===== config.mk =====
export PLATFORM = sky130hd
export DESIGN_NAME = ivl_cell
export DESIGN_NICKNAME = d
export VERILOG_FILES = /design/src/rtl/core/ivl_pkg.sv /design/src/rtl/core/ivl_cell.sv
export SDC_FILE = /design/constraint.sdc
export NUM_CORES = 1
export LEC_CHECK = 0
export BUFFER_PORTS_ARGS = -buffer_cell sky130_fd_sc_hd__buf_2
export CORE_MARGIN = 2
export CORE_UTILIZATION = 40
export DETAILED_ROUTE_END_ITERATION = 8
export PLACE_DENSITY = 0.79
export SLEW_MARGIN = 20
export SYNTH_ARGS = -nofsm -noshare
export SYNTH_HDL_FRONTEND = slang
export SYNTH_SLANG_ARGS = --single-unit

===== constraint.sdc =====
create_clock -name clk -period 2.65 [get_ports clk]
set_input_delay 0.265 -clock clk [delete_from_list [all_inputs] [get_ports clk]]
set_output_delay 0.265 -clock clk [all_outputs]
set_load 0.05 [all_outputs]

===== src/rtl/core/ivl_pkg.sv =====
// ivl_pkg: constants, command codes and shared types of the indexed value list.
// Used by every file in rtl/core; depends on nothing.
`timescale 1ns / 1ps
`default_nettype none
package ivl_pkg;

  localparam int CAPACITY = 64;
  localparam int DATA_W   = 32;
  localparam int POS_W    = 8;
  localparam int CMD_W    = 3;
  localparam int GRP_SIZE = 8;
  localparam int SUB_W    = 3;
  localparam int NUM_GRP  = (CAPACITY + GRP_SIZE - 1) / GRP_SIZE;
  localparam int GRP_W    = (NUM_GRP > 1) ? $clog2(NUM_GRP) : 1;

  localparam logic [POS_W-1:0]  CAP_COUNT = POS_W'(CAPACITY);
  localparam logic [DATA_W-1:0] NEG_ONE   = '1;

  typedef enum logic [CMD_W-1:0] {
    CMD_ADD_FRONT = 3'd0,
    CMD_ADD_BACK  = 3'd1,
    CMD_ADD_AT    = 3'd2,
    CMD_REM_FRONT = 3'd3,
    CMD_REM_BACK  = 3'd4,
    CMD_REM_AT    = 3'd5,
    CMD_READ      = 3'd6,
    CMD_CLEAR     = 3'd7
  } cmd_t;

  // broadcast to every cell of the chain
  typedef struct packed {
    logic              ins;
    logic              rem;
    logic [POS_W-1:0]  pos;
    logic [DATA_W-1:0] val;
  } cell_cmd_t;

endpackage
`default_nettype wire


===== src/rtl/core/ivl_cell.sv =====
// ivl_cell: one storage slot of the shifting list; takes its left or right
// neighbor, the new value, or holds. Depends on ivl_pkg.
`timescale 1ns / 1ps
`default_nettype none
module ivl_cell (
  input  wire                             clk,
  input  wire ivl_pkg::cell_cmd_t         cmd,
  input  wire [ivl_pkg::POS_W-1:0]        my_idx,
  input  wire [ivl_pkg::DATA_W-1:0]       left_val,
  input  wire [ivl_pkg::DATA_W-1:0]       right_val,
  output logic [ivl_pkg::DATA_W-1:0]      val
);

  logic [ivl_pkg::DATA_W-1:0] val_r;
  logic [ivl_pkg::DATA_W-1:0] val_nxt;

  always_comb begin
    val_nxt = val_r;
    if (cmd.ins) begin
      if (my_idx == cmd.pos) begin
        val_nxt = cmd.val;
      end else if (my_idx > cmd.pos) begin
        val_nxt = left_val;
      end
    end else if (cmd.rem && (my_idx >= cmd.pos)) begin
      val_nxt = right_val;
    end
  end

  always_ff @(posedge clk) begin
    val_r <= val_nxt;
  end

  assign val = val_r;

endmodule
`default_nettype wire


==> metrics.md, run 1 <==
| Metric | Value |
|---|---|
| Vias | `1747` |
| Seq. cell area | `961 sq um` |
| Post-Syn Nets | `290` |
| Cell-internal power | `1070 uW` |
| CTS tree | `yes` |
| Slowest stage delay, CP | `0.40 ns` |
| Netlist cell types | `17` |
| Max Cap Viol | `0` |
| Die Y-Extent | `72.4 microns` |
| PortBufs | `146` |
| Hold crit path type | `in -> reg` |
| Worst Max-Slew Pin Slew | `0.429 ns` |
| Max FFs per register | `32` |
| Clk slew on worst S/H paths | `0.06 ns` |
| Setup TNS Final | `0 ns` |
| DRT Wirelength | `4.36 mm` |
| Crit-path cells | `buf_2 -> ha_1 -> nand2b_1 -> a2111oi_0 -> nor3_1 -> o22a_1 -> buf_4` |
| Dominant cell type by area after synthesis | `edfxtp_1` |
| Most used flip-flop cell after synthesis | `edfxtp_1` |
| TritonCTS buffer count | `5` |
| Drt drc | `0` |
| Crit-path slowest cell | `a2111oi_0` |
| Initial Utilization | `42.1%` |
| CTS sink cnt | `32` |
| Layout cell share with drive strength beyond 1 | `50.5%` |
| CP arrival | `1.74 ns` |
| Antenna Cells | `0` |
| Share of synthesized area occupied by flip-flops and latches | `51.3%` |
| Routability Congestion | `0.684` |
| Power share of the combinational group | `32.4%` |
| Area of the multi-input gates | `796 sq um` |
| Worst setup SP type | `input pin` |
| Number of flops mapped to enable cells by yosys | `32` |
| Peak VDD IR | `409 uV` |
| Tcrit/Tclk final | `65.7%` |
| # hold bufs at CTS | `0` |
| Initial antenna violation count | `0` |
| Via density | `4.76` |
| Vias in the first global route | `1717` |
| Slew HR | `71.4%` |
| Status | `finished clean` |
| Die Width | `72.4 microns` |
| Top cell type's share of synthesized area | `51.3%` |
| Routed wire per std cell | `11.9 microns` |
| Crit end category | `flip-flop` |
| Leak pwr | `0.00125 uW` |
| Tmin final | `1.74 ns` |
| Post-layout total power | `1630 uW` |
| Aggregate global routing overflow | `0` |
| Mapped cell area | `1870 sq um` |
| WS Path Type | `in -> reg` |
| FF+latch count, synth | `32` |
| Worst EP required | `2.65 ns` |
| NetSw | `559 uW` |
| CP max FO | `32` |
| Setup bufs post-CTS | `0` |
| Synth-to-layout area growth | `45.2%` |
| Count leader, synth | `a21oi_1` |
| RSZ-0062 raised after global routing | `false` |
| DR iter-0 viols | `77` |
| Sequential share of power | `40.6%` |
| Hold Fails Final Rpt | `0` |
| I/O pin count | `147` |
| Largest net degree at the start of global routing | `41` |
| Switching share of power | `34.3%` |
| Fmax | `574 MHz` |
| Avg Cell Area, Syn | `11.2 sq um` |
| Synth async-reset ratio | `0%` |
| CTS H-tree lvls | `2` |
| Routed Antenna Nets | `0` |
| Mapped Cells | `167` |
| Nets | `437` |
| Final Max Tran Viols | `0` |
| Drt first pass iters | `3` |
| Die footprint | `5250 sq um` |
| Yosys synthesis warning count | `0` |
| Clk root buf | `clkbuf_8` |
| All-Layer GR Usage | `17.2%` |
| Core Box Area | `4440 sq um` |
| Row count | `24` |
| Post-CTS sizing | `0` |
| Detailed placer's ending HPWL | `3.56 mm` |
| Pwr Density | `599 nW/um^2` |
| Clock Path Buffers | `2` |
| First-pass GRT wire length | `6.88 mm` |
| Filler cell count | `384` |
| Final setup violation count | `0` |
| Commonest cells post-synth | `34 x a21oi_1, 33 x nor2_1, 32 x edfxtp_1, 32 x mux2i_1` |
| Ranking of synthesized cells by area | `edfxtp_1 51%, mux2i_1 17%, a21oi_1 9.1%` |
| Clk pwr share | `27.0%` |
==> cell type report <==
cell class | instances | share of cell area (%)
clock buffers | 5 | 2.53
flip-flops and latches | 32 | 35.3
inverters | 8 | 1.10
well taps | 52 | 2.39
clock inverters | 3 | 1.38
multi-input cells | 117 | 29.3
repair buffers | 150 | 28.0
==> worst paths after layout <==
check,endpoint,start,slack (ns),cells after the start
worst max-delay path,val[22]$_DFFE_PP_,cmd[32],0.91,7
worst min-delay path,val[16]$_DFFE_PP_,right_val[16],0.30,3
==> worst max-delay path, delay by kind of cell <==
kind | cells | cell delay, ns
compound gates | 2 | 0.56
buf+inv | 2 | 0.35
fa+ha+maj | 1 | 0.31
simple gates | 2 | 0.24
==> power groups by stage <==
stage / sequential (uW) / combinational (uW) / clock, uW
after floorplan: 934 / 101 / 0
after global placement: 669 / 523 / 0
after detailed placement: 674 / 532 / 0
after CTS: 663 / 533 / 457
after global routing: 668 / 564 / 475
final: 661 / 527 / 440
==> through the flow <==
stage	hold WS (ns)	utilization, %	worst slack, ns	instances	cell area [sq um]
after global routing	0.307	61.2	0.727	367	2720
after global placement	0.583	58.8	0.646	359	2610
final	0.299	61.2	0.909	367	2720
after CTS	0.289	61.2	0.913	367	2720
after detailed placement	0.585	58.8	0.625	359	2610
after floorplan	0.491	-	0.530	167	1870
==> per-layer routing <==
layer  vias up  GRT usage, %  wire length, microns  share of wire (%)
met5         -             0                     0                  0
met2        86          33.7                  2360                 54
met3         6          5.83                   420                9.6
met4         0          8.44                    53                1.2
met1       751          15.4                  1530                 35
li1        904             -                     -                  -
==> cell usage in the layout (no fill, tap or decap), types with 2 or more instances in the layout <==
cell	instances
clkinv_1	2
buf_4	4
inv_1	8
a21oi_1	34
mux2i_1	32
buf_2	146
ha_1	8
edfxtp_1	32
nand4_2	2
nor2_1	33
clkbuf_8	5
==> cell families (layout without fill, tap and decap cells) <==
family	after synthesis	in the layout	synth area share [%]
AOI/OAI and AO/OA	38	38	10.7
adders and majority gates	8	8	5.34
buffers and inverters	18	166	6.21
DFF	32	32	51.3
muxes	32	32	17.1
and+or+nand+nor	39	39	9.35
No activity file was read; power rests on OpenSTA's default activity.
==> inputs of run 2 (changes only) <==
CORE_UTILIZATION = 36   (was 40)
PLACE_DENSITY = 0.75   (was 0.79)
clock period = 1.5 ns   (was 2.65 ns; I/O delays follow)
==> run 2 against run 1 <==
Global-route usage down 2.5 points; combinational power grew 92%; sequential share of layout area down 2.5 points; cell count up 5.4%; flip-flop and latch count unchanged; worst hold slack lost 0.11 ns; clock power increased by 75%; core utilization fell by 3.5 points; final area up 7.6%; first-iteration DRC count shrank 45%; via count is 1.8% lower; largest power group unchanged; highest routed layer unchanged.
==> metrics.md, run 2 (synthesis results as in run 1) <==
| Metric | Value |
|---|---|
| Status | `finished clean` |
| Finished Core Util | `57.7%` |
| CTS sink cnt | `32` |
| Detailed placer's ending HPWL | `3.53 mm` |
| Final setup margin | `0.126 ns` |
| Largest net degree at the start of global routing | `35` |
| Die footprint | `5800 sq um` |
| Final setup violation count | `0` |
| Post-CTS sizing | `0` |
| Routed Antenna Nets | `0` |
| DRT Wirelength | `4.25 mm` |
| # hold bufs at CTS | `0` |
| Aggregate global routing overflow | `0` |
| Sequential share of power | `39.6%` |
| Max FFs per register | `32` |
| Cell-internal power | `1940 uW` |
| Clk slew on worst S/H paths | `0.06 ns` |
| Core Box Area | `5070 sq um` |
| Routability Congestion | `0.744` |
| Synth-to-layout area growth | `56.2%` |
| Worst Setup Slack post-DPL | `-0.162 ns` |
| CTS H-tree lvls | `2` |
| First-pass GRT wire length | `6.92 mm` |
| Drt drc | `0` |
| Via density | `4.43` |
| Hold crit path type | `in -> reg` |
| Area of placed instances | `2820 sq um` |
| Die Width | `76.1 microns` |
| Nets | `439` |
| Hold Startpoint | `right_val[16]` |
| Routed wire per std cell | `11.0 microns` |
| Initial antenna violation count | `0` |
| CTS tree | `yes` |
| Initial Utilization | `36.9%` |
| Finished Cell Area | `2930 sq um` |
| Setup bufs post-CTS | `0` |
| Tcrit/Tclk final | `91.6%` |
| Antenna Cells | `0` |
| Fmax | `728 MHz` |
| All-Layer GR Usage | `14.7%` |
| Row count | `26` |
| TritonCTS buffer count | `5` |
| RSZ-0062 raised after global routing | `false` |
| Clk root buf | `clkbuf_8` |
| Hold Fails Final Rpt | `0` |
| Worst setup path start | `cmd[32]` |
| Tmin final | `1.37 ns` |
| Commonest non-fill, non-tap cell in the layout | `buf_2` |
| Switching share of power | `34.0%` |
| Peak VDD IR | `505 uV` |
| Vias | `1715` |
| Worst setup SP type | `input pin` |
| Die Y-Extent | `76.1 microns` |
| Pwr Density | `1010 nW/um^2` |
| Clock Path Buffers | `2` |
| DR iter-0 viols | `42` |
| PortBufs | `146` |
| Leak pwr | `0.00128 uW` |
| Vias in the first global route | `1637` |
| Final Max Tran Viols | `0` |
| Commonest cells after routing, fill and taps aside | `146 x buf_2, 34 x a21oi_1, 33 x nor2_1, 32 x mux2i_1, 32 x edfxtp_1` |
| Clk pwr share | `26.1%` |
| Crit end category | `flip-flop` |
| NetSw | `1000 uW` |
| Filler cell count | `448` |
| Min Hold Slack | `0.189 ns` |
| I/O pin count | `147` |
| Layout cell share with drive strength beyond 1 | `54.3%` |
| Power share of the combinational group | `34.3%` |
| Worst EP required | `1.53 ns` |
| CP max FO | `16` |
| CP arrival | `1.41 ns` |
| Max Cap Viol | `0` |
| Drt first pass iters | `4` |
| Worst Max-Slew Pin Slew | `0.302 ns` |
| Slew HR | `79.9%` |
| WS Path Type | `in -> reg` |
## run 2: changes by cell type in the layout (fill, tap and decap cells not counted), sizes merged
cell | previous run | this run
buf | 150 | 152
## run 2: final timing paths
kind | to | slack, ns | cells after the start
max | val[15]$_DFFE_PP_ | 0.13 | 7
min | val[16]$_DFFE_PP_ | 0.19 | 3
## run 2: critical path: stages
cell	delay [ns]
buf_2	0.11
ha_4	0.24
nand2b_4	0.14
a2111oi_4	0.30
nor3_2	0.08
o22a_4	0.22
buf_12	0.15
## run 2: stage by stage
step,power [uW],cells,TNS [ns]
2_1_floorplan,1880,167,0
4_1_cts,2990,387,0
3_3_place_gp,2200,379,-7.52
6_report,2950,387,0
3_5_place_dp,2210,379,-8.85
5_1_grt,3090,387,0
## run 2: power by group through the flow
| stage | Combinational, uW | Sequential (uW) | Clock (uW) |
|---|---|---|---|
| after global placement | 1010 | 1180 | 0 |
| final | 1010 | 1170 | 769 |
| after CTS | 1020 | 1170 | 795 |
| after detailed placement | 1020 | 1190 | 0 |
| after floorplan | 229 | 1650 | 0 |
| after global routing | 1080 | 1180 | 825 |
## run 2: routing by layer
layer  vias to the layer above  share of wire [%]  global-route usage, %
met4                         0                1.2                   4.55
met1                       727                 37                   15.3
li1                        902                  -                      -
met3                         6                9.4                   4.86
met2                        80                 52                   27.9
met5                         -                  0                      0
## run 2: cell type report
type	count	area, sq um	area share [%]
Multi-Input combinational cell	117	916	31.3
Inverter	8	30.0	1.03
Clock buffer	5	68.8	2.35
Tap cell	70	87.6	2.99
Sequential cell	32	961	32.8
Timing Repair Buffer	152	826	28.2
Clock inverter	3	37.5	1.28
